**config.mk**
```make
export PLATFORM = sky130hd
export DESIGN_NAME = full_binary_tree_from_leaf_depths_core_flat
export DESIGN_NICKNAME = d
export VERILOG_FILES = /design/src/hdl/fbt_pkg.sv /design/src/hdl/fbt_if.sv /design/src/hdl/full_binary_tree_from_leaf_depths_core.sv /design/src/flat_wrapper.sv
export SDC_FILE = /design/constraint.sdc
export NUM_CORES = 1
export LEC_CHECK = 0
export ABC_AREA = 1
export BUFFER_PORTS_ARGS = -buffer_cell sky130_fd_sc_hd__clkbuf_2
export CAP_MARGIN = 20
export CELL_PAD_IN_SITES_DETAIL_PLACEMENT = 1
export CELL_PAD_IN_SITES_GLOBAL_PLACEMENT = 2
export CORE_UTILIZATION = 29
export DETAILED_ROUTE_END_ITERATION = 16
export PLACE_DENSITY = 0.62
export SLEW_MARGIN = 10
export SYNTH_ARGS = -nofsm -noshare
export SYNTH_HDL_FRONTEND = slang
export SYNTH_SLANG_ARGS = --single-unit
```
**constraint.sdc**
```tcl
create_clock -name clk -period 10.7 [get_ports clk]
set_input_delay 2.14 -clock clk [delete_from_list [all_inputs] [get_ports clk]]
set_output_delay 2.14 -clock clk [all_outputs]
set_load 0.03 [all_outputs]
```
**src/hdl/fbt_pkg.sv**
```systemverilog
// Package: shared constants, types and codes for the leaf-depth tree builder.
`timescale 1ns / 1ps

package fbt_pkg;

	localparam int MAX_DEPTH  = 32;
	localparam int MAX_LEAVES = 65536;

	localparam int ID_W    = 17;
	localparam int DEPTH_W = 6;
	localparam int CNT_W   = $clog2(MAX_DEPTH + 1);
	localparam int IDX_W   = $clog2(MAX_DEPTH);

	localparam int ID_CAP    = (2 ** ID_W) - 1;
	localparam int LIMIT_RAW = 2 * MAX_LEAVES - 1;
	localparam int ID_LIMIT  = (LIMIT_RAW > ID_CAP) ? ID_CAP : LIMIT_RAW;

	typedef enum logic [1:0] {
		ST_OK       = 2'd0,
		ST_SHALLOW  = 2'd1,
		ST_DEEP     = 2'd2,
		ST_OVERFLOW = 2'd3
	} status_t;

	typedef enum logic [2:0] {
		S_IDLE,
		S_CHECK,
		S_ROOT,
		S_NODE,
		S_FILL
	} state_t;

	typedef struct packed {
		logic [ID_W-1:0]    node;
		logic [DEPTH_W-1:0] level;
		logic               left_done;
	} entry_t;

	typedef struct packed {
		logic [ID_W-1:0] node_id;
		logic [ID_W-1:0] parent_id;
		logic            is_leaf;
		logic            tree_done;
		status_t         status;
		logic            last;
	} res_t;

endpackage

```
**src/hdl/fbt_if.sv**
```systemverilog
// Interfaces: leaf-depth input channel and node result channel.
`timescale 1ns / 1ps

interface fbt_leaf_if
	import fbt_pkg::*;
();
	logic               valid;
	logic               ready;
	logic [DEPTH_W-1:0] leaf_depth;

	modport source (output valid, output leaf_depth, input ready);
	modport sink (input valid, input leaf_depth, output ready);
endinterface

interface fbt_node_if
	import fbt_pkg::*;
();
	logic            valid;
	logic            ready;
	logic [ID_W-1:0] node_id;
	logic [ID_W-1:0] parent_id;
	logic            is_leaf;
	logic            tree_done;
	status_t         status;
	logic            last;

	modport source (output valid, output node_id, output parent_id, output is_leaf,
		output tree_done, output status, output last, input ready);
	modport sink (input valid, input node_id, input parent_id, input is_leaf,
		input tree_done, input status, input last, output ready);
endinterface

```
**src/hdl/full_binary_tree_from_leaf_depths_core.sv**
```systemverilog
// Top level: builds a full binary tree in preorder from a stream of leaf depths.
`timescale 1ns / 1ps

// Usage
//   leaf: one beat per leaf, leftmost leaf first, carrying its depth (root = 0).
//   node: one beat per created node, in preorder, with its parent id. The first
//   leaf of a tree yields the root first; every leaf yields the internal nodes
//   down to depth-1 and then the leaf itself, whose beat has last set. A bad
//   depth yields one beat with a nonzero status, zero ids and last set, and
//   leaves the state untouched. tree_done marks the leaf that closes the tree;
//   the next leaf starts a new tree numbered from 1 again.
// Timing
//   A good leaf is taken in S_IDLE and checked in S_CHECK, then one node
//   per cycle goes into the node register unless the node channel stalls.
//   A bad depth's beat leaves from S_CHECK.
//   A leaf that closes a subtree while the tree stays open then passes through
//   S_FILL, which loads the top-of-stack register from the stack memory (one
//   read port, registered read). The next leaf is taken once the last node is in
//   the output register and any refill is done, even if that beat still waits.
// Reset and stall
//   arst_n clears the stack (empty) and restarts numbering at 1. A stalled
//   node channel holds the output beat and freezes the build in place.
module full_binary_tree_from_leaf_depths_core
	import fbt_pkg::*;
(
	input  logic            clk,
	input  logic            arst_n,
	fbt_leaf_if.sink        leaf,
	fbt_node_if.source      node
);

	// Stack of open internal nodes below the top; the top lives in top_q.
	entry_t mem [MAX_DEPTH];
	entry_t rd_q;

	state_t             state_q, state_nx;
	logic [CNT_W-1:0]   count_q;
	// One bit wider than an id, so running past the last id is seen as overflow.
	logic [ID_W:0]      next_id_q;
	logic [DEPTH_W-1:0] d_q;
	entry_t             top_q;

	logic out_valid_q;
	res_t res_q;

	// Decode
	logic               slot_free;
	logic               fresh;
	logic [DEPTH_W-1:0] top_depth;
	logic               shallow, deep, overflow, bad;
	logic [DEPTH_W:0]   nnew;
	logic [ID_W:0]      id_end;
	logic               at_leaf;
	logic               closes_tree;
	logic [CNT_W-1:0]   cnt_m1, cnt_m2;

	// Control outputs of the sequencer
	logic             take;
	logic             emit;
	res_t             res;
	logic             wr_en;
	logic [IDX_W-1:0] wr_addr;
	entry_t           wr_data;
	logic             rd_en;
	logic [IDX_W-1:0] rd_addr;

	assign slot_free = !out_valid_q || node.ready;
	assign fresh     = (count_q == '0);
	assign top_depth = fresh ? '0 : top_q.level;
	assign shallow   = ({1'b0, d_q} < ({1'b0, top_depth} + (DEPTH_W+1)'(1)));
	assign deep      = (d_q > DEPTH_W'(MAX_DEPTH));
	assign nnew      = (DEPTH_W+1)'(fresh) + {1'b0, d_q} - {1'b0, top_depth};
	assign id_end    = next_id_q + (ID_W+1)'(nnew) - (ID_W+1)'(1);
	assign overflow  = (id_end > (ID_W+1)'(ID_LIMIT));
	assign bad       = shallow || deep || overflow;
	assign at_leaf   = (({1'b0, top_q.level} + (DEPTH_W+1)'(1)) == {1'b0, d_q});
	assign cnt_m1    = count_q - CNT_W'(1);
	assign cnt_m2    = count_q - CNT_W'(2);
	assign closes_tree = at_leaf && top_q.left_done && (count_q == CNT_W'(1));

	// Next state
	always_comb begin
		state_nx = state_q;
		case (state_q)
			S_IDLE: begin
				if (leaf.valid) state_nx = S_CHECK;
			end
			S_CHECK: begin
				if (bad) begin
					if (slot_free) state_nx = S_IDLE;
				end else if (fresh) begin
					state_nx = S_ROOT;
				end else begin
					state_nx = S_NODE;
				end
			end
			S_ROOT: begin
				if (slot_free) state_nx = S_NODE;
			end
			S_NODE: begin
				if (slot_free && at_leaf) begin
					if (top_q.left_done && !closes_tree) state_nx = S_FILL;
					else state_nx = S_IDLE;
				end
			end
			S_FILL: state_nx = S_IDLE;
			default: state_nx = S_IDLE;
		endcase
	end

	// Sequencer outputs
	always_comb begin
		take    = 1'b0;
		emit    = 1'b0;
		res     = '0;
		wr_en   = 1'b0;
		wr_addr = cnt_m1[IDX_W-1:0];
		wr_data = top_q;
		wr_data.left_done = 1'b1;
		rd_en   = 1'b0;
		rd_addr = cnt_m2[IDX_W-1:0];
		case (state_q)
			S_IDLE: take = 1'b1;
			S_CHECK: begin
				if (bad) begin
					emit     = slot_free;
					res.last = 1'b1;
					if (shallow)   res.status = ST_SHALLOW;
					else if (deep) res.status = ST_DEEP;
					else           res.status = ST_OVERFLOW;
				end
			end
			S_ROOT: begin
				emit        = slot_free;
				res.node_id = next_id_q[ID_W-1:0];
			end
			S_NODE: begin
				emit          = slot_free;
				res.node_id   = next_id_q[ID_W-1:0];
				res.parent_id = top_q.node;
				res.is_leaf   = at_leaf;
				res.tree_done = closes_tree;
				res.last      = at_leaf;
				// Push the open parent before its first child replaces the top.
				wr_en = slot_free && !at_leaf && !top_q.left_done;
				// Pop: fetch the entry under the top.
				rd_en = slot_free && at_leaf && top_q.left_done && !closes_tree;
			end
			default: ;
		endcase
	end

	assign leaf.ready = take;

	always_ff @(posedge clk or negedge arst_n) begin
		if (!arst_n) begin
			state_q     <= S_IDLE;
			count_q     <= '0;
			next_id_q   <= (ID_W+1)'(1);
			out_valid_q <= 1'b0;
		end else begin
			state_q <= state_nx;
			if (emit) out_valid_q <= 1'b1;
			else if (node.ready) out_valid_q <= 1'b0;
			if (state_q == S_ROOT && slot_free) begin
				count_q   <= CNT_W'(1);
				next_id_q <= next_id_q + (ID_W+1)'(1);
			end
			if (state_q == S_NODE && slot_free) begin
				next_id_q <= closes_tree ? (ID_W+1)'(1) : next_id_q + (ID_W+1)'(1);
				if (!at_leaf && !top_q.left_done) count_q <= count_q + CNT_W'(1);
				if (at_leaf && top_q.left_done) count_q <= cnt_m1;
			end
		end
	end

	// Payload registers: depth, top of stack, output beat
	always_ff @(posedge clk) begin
		if (take && leaf.valid) d_q <= leaf.leaf_depth;
		if (emit) res_q <= res;
		case (state_q)
			S_ROOT: begin
				if (slot_free) top_q <= '{node: next_id_q[ID_W-1:0], level: '0,
					left_done: 1'b0};
			end
			S_NODE: begin
				if (slot_free) begin
					if (!at_leaf) begin
						top_q <= '{node: next_id_q[ID_W-1:0],
							level: top_q.level + DEPTH_W'(1), left_done: 1'b0};
					end else if (!top_q.left_done) begin
						top_q.left_done <= 1'b1;
					end
				end
			end
			S_FILL: top_q <= rd_q;
			default: ;
		endcase
	end

	// Stack memory: one write, one registered read
	always_ff @(posedge clk) begin
		if (wr_en) mem[wr_addr] <= wr_data;
		if (rd_en) rd_q <= mem[rd_addr];
	end

	assign node.valid     = out_valid_q;
	assign node.node_id   = res_q.node_id;
	assign node.parent_id = res_q.parent_id;
	assign node.is_leaf   = res_q.is_leaf;
	assign node.tree_done = res_q.tree_done;
	assign node.status    = res_q.status;
	assign node.last      = res_q.last;

`ifndef SYNTHESIS
	a_count_range: assert property (@(posedge clk) disable iff (!arst_n)
		count_q <= CNT_W'(MAX_DEPTH))
		else $error("stack count beyond capacity");

	a_id_nonzero: assert property (@(posedge clk) disable iff (!arst_n)
		next_id_q != '0)
		else $error("node numbering hit zero");

	a_error_beat: assert property (@(posedge clk) disable iff (!arst_n)
		out_valid_q && res_q.status != ST_OK |-> res_q.last && res_q.node_id == '0)
		else $error("error beat not final or carries an id");

	a_fill_after_read: assert property (@(posedge clk) disable iff (!arst_n)
		state_q == S_FILL |-> $past(rd_en))
		else $error("refill without a stack read");

	a_done_resets: assert property (@(posedge clk) disable iff (!arst_n)
		emit && res.tree_done |=> count_q == '0 && next_id_q == (ID_W+1)'(1))
		else $error("tree completion left state behind");
`endif

endmodule
```
**src/flat_wrapper.sv**
```systemverilog
// flat-port wrapper written by rule: the top's interface ports become plain ports
module full_binary_tree_from_leaf_depths_core_flat import fbt_pkg::*;
  (clk, arst_n, leaf_valid, leaf_leaf_depth, leaf_ready, node_valid, node_node_id, node_parent_id, node_is_leaf, node_tree_done, node_status, node_last, node_ready);
  fbt_leaf_if leaf_i ();
  fbt_node_if node_i ();
  input  logic clk;
  input  logic arst_n;
  input wire logic [$bits(leaf_i.valid)-1:0] leaf_valid;
  input wire logic [$bits(leaf_i.leaf_depth)-1:0] leaf_leaf_depth;
  output wire logic [$bits(leaf_i.ready)-1:0] leaf_ready;
  output wire logic [$bits(node_i.valid)-1:0] node_valid;
  output wire logic [$bits(node_i.node_id)-1:0] node_node_id;
  output wire logic [$bits(node_i.parent_id)-1:0] node_parent_id;
  output wire logic [$bits(node_i.is_leaf)-1:0] node_is_leaf;
  output wire logic [$bits(node_i.tree_done)-1:0] node_tree_done;
  output wire logic [$bits(node_i.status)-1:0] node_status;
  output wire logic [$bits(node_i.last)-1:0] node_last;
  input wire logic [$bits(node_i.ready)-1:0] node_ready;
  assign leaf_i.valid = leaf_valid;
  assign leaf_i.leaf_depth = leaf_leaf_depth;
  assign leaf_ready = leaf_i.ready;
  assign node_valid = node_i.valid;
  assign node_node_id = node_i.node_id;
  assign node_parent_id = node_i.parent_id;
  assign node_is_leaf = node_i.is_leaf;
  assign node_tree_done = node_i.tree_done;
  assign node_status = node_i.status;
  assign node_last = node_i.last;
  assign node_i.ready = node_ready;
  full_binary_tree_from_leaf_depths_core u_core (.clk(clk), .arst_n(arst_n), .leaf(leaf_i), .node(node_i));
endmodule
```
Word-level counts from Yosys, hierarchy flattened
Memory sizes are Yosys's and may differ from the RTL's. A register that Yosys moved wholly into a read port is not among the register bits.
Index checks and enable logic that the tools add are counted.
{"block": "totals", "reg_bits": 98, "word_cells": 109, "n_memories": 1, "ramBits": 736, "out_inout_bits": 41, "input_bits": 10}
{"name": "u_core.mem", "depth": 32, "width": 23, "read_ports": 1, "rd_clocked_by_memory_dff": 1, "wr": 1, "line": "full_binary_tree_from_leaf_depths_core.sv:33", "text": "entry_t mem [MAX_DEPTH];"}
{"block": "classes", "order_cmp": 3, "n_mux": 34, "eq_ne": 12, "n_bitwise": 2, "add_sub_neg": 11, "reduce_logical": 30}
{"operator": "24-bit case mux with 3 select lines", "count": 1}
{"operator": "18-bit two-way mux", "count": 3}
{"operator": "24-bit two-way mux", "count": 2}
{"operator": "6-bit two-way mux", "count": 5}
{"operator": "23-bit two-way mux", "count": 1}
{"operator": "18-bit by 1-bit adder with 18-bit output (second input constant)", "count": 1}
{"operator": "18-bit by 7-bit adder with 18-bit output", "count": 1}
{"operator": "18-bit by 17-bit greater-than comparator with 1-bit output (second input constant)", "count": 1}
{"operator": "3-bit two-way mux", "count": 6}
{"operator": "18-bit by 1-bit subtractor with 18-bit output (second input constant)", "count": 1}
{"operator": "6-bit by 1-bit adder with 7-bit output (second input constant)", "count": 2}
{"operator": "1-bit two-way mux", "count": 13}
{"operator": "6-bit by 1-bit adder with 6-bit output (second input constant)", "count": 2}
{"operator": "1-bit logical AND", "count": 12}
{"operator": "3-bit case mux with 4 select lines", "count": 1}
{"operator": "4-bit AND reduction", "count": 2}
{"operator": "1-bit by 6-bit adder with 7-bit output", "count": 1}
{"operator": "7-bit by 6-bit == test with 1-bit output", "count": 1}
{"operator": "6-bit by 7-bit less-than comparator with 1-bit output", "count": 1}
{"operator": "7-bit by 6-bit subtractor with 7-bit output", "count": 1}
{"operator": "3-bit by 2-bit == test with 1-bit output (second input constant)", "count": 2}
{"operator": "6-bit by 1-bit == test with 1-bit output (second input constant)", "count": 1}
{"operator": "6-bit greater-than comparator (second input constant)", "count": 1}
{"operator": "6-bit zero test", "count": 1}
{"operator": "18 further kinds", "count": 29}

Longest topological paths before layout
{"block": "depth", "word_depth": 10, "depth_mapped": 33, "depth_no_buf": 30}

Worst setup path after synthesis
Ideal clock, no wire load.
{"block": "synth_path", "kind": "register to register", "start": "register u_core.count_q[0]", "end": "register u_core.res_q, in the netlist u_core.node.is_leaf (enable)", "t_arrival_ns": 5.516, "stages_incl_launch_ff": 30, "setup_ns": 0.397, "setup_slack_ns": 4.787, "cell_sequence": "dfrtp_1 clkinv_1 clkbuf_1 clkbuf_1 ha_1 nand3_1 clkbuf_1 nand2_1 ha_1 ha_1 fa_1 a21oi_1 o21ai_0 a21o_1 a21oi_1 xnor2_1 ha_1 inv_1 ha_1 nand2_1 a21oi_1 nor2_1 nand2_1 nand2_1 nand2_1 nand2_1 nand2_1 nand2_1 nand3_1 nand2_1"}
{"block": "synth_via", "elab_chain_len": 9}
{"item": "from (decl)", "line": "full_binary_tree_from_leaf_depths_core.sv:37", "text": "logic [CNT_W-1:0] count_q;"}
{"item": "from (signal assigned)", "line": "full_binary_tree_from_leaf_depths_core.sv:171", "text": "if (!at_leaf && !top_q.left_done) count_q <= count_q + CNT_W'(1);"}
{"item": "from (signal assigned)", "line": "full_binary_tree_from_leaf_depths_core.sv:172", "text": "if (at_leaf && top_q.left_done) count_q <= cnt_m1;"}
{"item": "6-bit zero test *", "line": "full_binary_tree_from_leaf_depths_core.sv:68", "text": "assign fresh = (count_q == '0);"}
{"item": "1-bit by 6-bit adder with 7-bit output / 6-bit two-way mux (equally long branches)", "line": "full_binary_tree_from_leaf_depths_core.sv:72, full_binary_tree_from_leaf_depths_core.sv:69"}
{"item": "7-bit by 6-bit subtractor with 7-bit output", "line": "full_binary_tree_from_leaf_depths_core.sv:72", "text": "assign nnew = (DEPTH_W+1)'(fresh) + {1'b0, d_q} - {1'b0, top_depth};"}
{"item": "18-bit by 7-bit adder with 18-bit output", "line": "full_binary_tree_from_leaf_depths_core.sv:73", "text": "assign id_end = next_id_q + (ID_W+1)'(nnew) - (ID_W+1)'(1);"}
{"item": "18-bit by 1-bit subtractor with 18-bit output", "line": "full_binary_tree_from_leaf_depths_core.sv:73"}
{"item": "18-bit by 17-bit greater-than comparator with 1-bit output", "line": "full_binary_tree_from_leaf_depths_core.sv:74", "text": "assign overflow = (id_end > (ID_W+1)'(ID_LIMIT));"}
{"item": "1-bit logical OR *", "line": "full_binary_tree_from_leaf_depths_core.sv:75", "text": "assign bad = shallow || deep || overflow;"}
{"item": "1-bit two-way mux *", "line": "full_binary_tree_from_leaf_depths_core.sv:125", "text": "if (bad) begin"}
{"item": "1-bit case mux with 2 select lines *", "line": "full_binary_tree_from_leaf_depths_core.sv:122", "text": "case (state_q)"}
{"item": "net u_core.emit", "line": "full_binary_tree_from_leaf_depths_core.sv:59", "text": "logic emit;"}
{"item": "to (signal assigned)", "line": "full_binary_tree_from_leaf_depths_core.sv:180", "text": "if (emit) res_q <= res;"}
{"item": "to (decl)", "line": "full_binary_tree_from_leaf_depths_core.sv:44", "text": "res_t res_q;"}
Mark *: on every way through the listed nets, which the timed path passes. The rest lies on a longest branch.
A chain may end at the register's enable or synchronous reset.

Worst setup path after layout
{"block": "layout_path", "start": "register u_core.count_q[0]", "end": "register u_core.res_q, in the netlist u_core.node.parent_id[9] (enable)"}
Same word-level chain as after synthesis.

==> summary.md <==
| Metric | Value |
|---|---|
| Number of DRC markers in iteration 0 | 1,705 |
| Residual DRC | 0 |
| Num CTS Buffers | 93 |
| RSZ-0062 raised after global routing | false |
| Setup WS post-layout | 4.01 ns |
| R2R depth | 26 |
| Yosys reg bits | 856 |
| CTS Hold Bufs | 0 |
| TNS Setup | 0 ns |
| Total GRT Usage | 0.181 |
| Num rows | 127 |
| Total wire length | 112 mm |
| Post-CTS Resized | 0 |
| Die area | 0.123 mm^2 |
| Max-slew violations | 0 |
| Largest net degree at the start of global routing | 118 |
| PwrDens | 283 mW/mm^2 |
| Setup CP Type | register to register |
| Final HPWL DP | 62.7 mm |
| WL/cell | 25.0 um |
| Skew-Pair Late Insertion Delay | 0.69 ns |
| Nets | 2,852 |
| Setup WS pre-CTS | 3.93 ns |
| Antenna violations before repair | 1 |
| Routability cong. | 0.790 |
| Initial Util | 0.293 |
| Io pins | 51 |
| Library cells used by synthesis | 44 |
| Final hold violations | 0 |
| Post-Syn Area | 0.0352 mm^2 |
| Warnings, synthesis | 0 |
| DP Cell Count | 4,291 |
| Net count after synthesis | 2,817 |
| CP endpoint kind | register |
| Dominant cells by area after synthesis | edfxtp_1, o21ai_0, nor2_1, o221ai_1, ha_1 |
| Top cells by count, synth | edfxtp_1, nor2_1, o21ai_0 |
| Area leader, netlist | edfxtp_1 |
| Clk slew on worst S/H paths | 0.06 ns |
| Skew final | 0.0359 ns |
| Post-CTS Setup Inserts | 0 |
| Die Y-Extent | 350 um |
| Die width | 350 um |
| Share of the synthesized area in the top cell type | 0.707 |
| Core Area | 0.120 mm^2 |
| Final worst-path cycle share | 0.626 |
| Leakage | 13.3 nW |
| Worst hold path depth | 2 |
| Crit path time final | 6.69 ns |
| Max-cap check violation count | 0 |
| Worst R2R Setup Slack | 4.01 ns |
| Worst slew pin tran | 1.13 ns |
| R2R Path Start | u_core.count_q[0] |
| CTS max path bufs | 3 |
| First-pass detailed-route iteration total | 5 |
| Gr ovfl total | 0 |
| Worst R2R End | u_core.node.parent_id[9] |
| Non-filler cells, final | 4,468 |
| Area Growth Syn to Fin | 15.2% |
| Startpoint of the worst hold path | u_core.rd_q[7] |
| CTS tree | yes |
| Clock sink count | 856 |
| Critical Path RT | 10.98 ns |
| Routed Antenna Nets | 0 |
| CP Launch Type | register |
| Most common cell in the netlist | edfxtp_1 |
| Root buf cell | clkbuf_16 |
| Htree depth | 3 |
| Async SR Flop Fraction | 0.0327 |
| IO Port Bufs | 50 |
| Most used DFF post-synth | edfxtp_1 |
| Final Util | 0.337 |
| CP Data Arrival Time | 6.98 ns |
| Final setup viols | 0 |
| VDD IR max | 0.164 mV |
| Status | finished, final reports clean |
| First-pass GRT wire length | 163 mm |
| DR vias/cell | 5.12 |
| Sequential fraction of the synthesis area | 0.727 |
| Worst min-delay path category | register to register |
| Peak Freq | 149 MHz |
| Post-synth EDFFs | 828 |
| Worst slew margin | 0.246 |
| Crit-path max FO | 105 |
| Avg Inst Size Synth | 12.8 um^2 |
| Share of layout cells above drive strength 1 | 0.107 |
| Vias post-DR | 22,900 |
| Synth Instances | 2,744 |
| WHS Endpoint | u_core.top_q[7] |
| Vias in the first global route | 24,100 |
cells by family (layout without fill, tap and decap cells):
family,count (synthesis),after routing,share of synthesized area
xor+xnor,27,27,0.00672
simple gates,824,824,0.0967
compound gates,686,686,0.115
other cells,0,2,0
fa+ha+maj,63,63,0.0228
buf+inv,288,398,0.0321
flops,856,856,0.727
routing by layer:
layer,vias to the layer above,GRT usage,part of all wire
li1,10200,-,-
met1,12000,0.250,0.46
met2,490,0.301,0.48
met3,135,0.0203,0.040
met4,0,0.0484,0.019
met5,-,0,0
cell type report:
class / instances / area [um^2]
repair buffers: 111 / 846
inverters: 117 / 454
flip-flops and latches: 856 / 25600
well taps: 1612 / 2020
clock inverters: 56 / 459
clock buffers: 114 / 2410
diodes: 2 / 5.00
fillers: 12800 / 79600
multi-input cells: 1600 / 8760
placed cells by master, fill, tap and decap left out, types with 50 or more instances in the layout:
master	instances
edfxtp_1	828
nor2_1	505
o21ai_0	434
nand2_1	139
o221ai_1	128
nand3_1	106
inv_1	106
clkbuf_16	93
ha_1	60
o22ai_1	57
buf_4	52
clkbuf_2	50
registers in the layout, summed over array words and instances, names as in the netlist, 6 cells and up:
name / cells
u_core.mem: 736
u_core.count_q: 6
u_core.node.parent_id: 17
u_core.rd_q: 23
u_core.d_q: 6
u_core.next_id_q: 18
u_core.node.node_id: 17
u_core.top_q: 24
how the worst max path moves through the flow:
stage	start	endpoint	slack, ns	cells after the start
final	u_core.count_q[0]	u_core.node.parent_id[9]	4.01	26
after detailed placement	u_core.count_q[0]	u_core.node.parent_id[3]	3.93	26
after floorplan	u_core.count_q[0]	u_core.node.is_leaf	4.79	29
after CTS	u_core.count_q[0]	u_core.node.parent_id[9]	3.91	26
after global routing	u_core.count_q[0]	u_core.node.parent_id[9]	3.47	26
after global placement	u_core.count_q[0]	u_core.node.parent_id[10]	4.11	26
where the power goes:
part / internal, mW / total [mW] / switching (mW)
Combinational: 1.05 / 4.23 / 3.18
Clock: 1.72 / 3.08 / 1.36
Sequential: 4.04 / 4.18 / 0.135
Total: 6.81 / 11.5 / 4.67
critical path, stage by stage, from the launching register on:
cell and delay (ns):
dfrtp_4 0.71, inv_8 0.56, ha_1 0.34, nand3_1 0.45, nand2_1 0.24, ha_1 0.26, ha_1 0.24, fa_1 0.47
a21oi_1 0.16, o21ai_0 0.15, a21o_1 0.19, a21oi_1 0.17, xnor2_1 0.09, ha_1 0.27, inv_1 0.04, ha_1 0.28
nand2_1 0.08, a21oi_1 0.06, nor2_1 0.08, nand2_1 0.06, nand2_1 0.08, nand2_1 0.05, nand2_1 0.06, nand2_1 0.08
nand2_1 0.12, nand3_1 0.11, nand2_2 0.78
metrics by stage:
step | hold slack [ns] | power (mW) | area (um^2)
after floorplan | 0.500 | 6.72 | 35200
after global placement | 0.516 | 8.38 | 37500
after detailed placement | 0.522 | 8.49 | 37500
after CTS | 0.537 | 11.6 | 40400
after global routing | 0.548 | 12.1 | 40500
final | 0.535 | 11.5 | 40500
(Power assumes the default switching activity.)
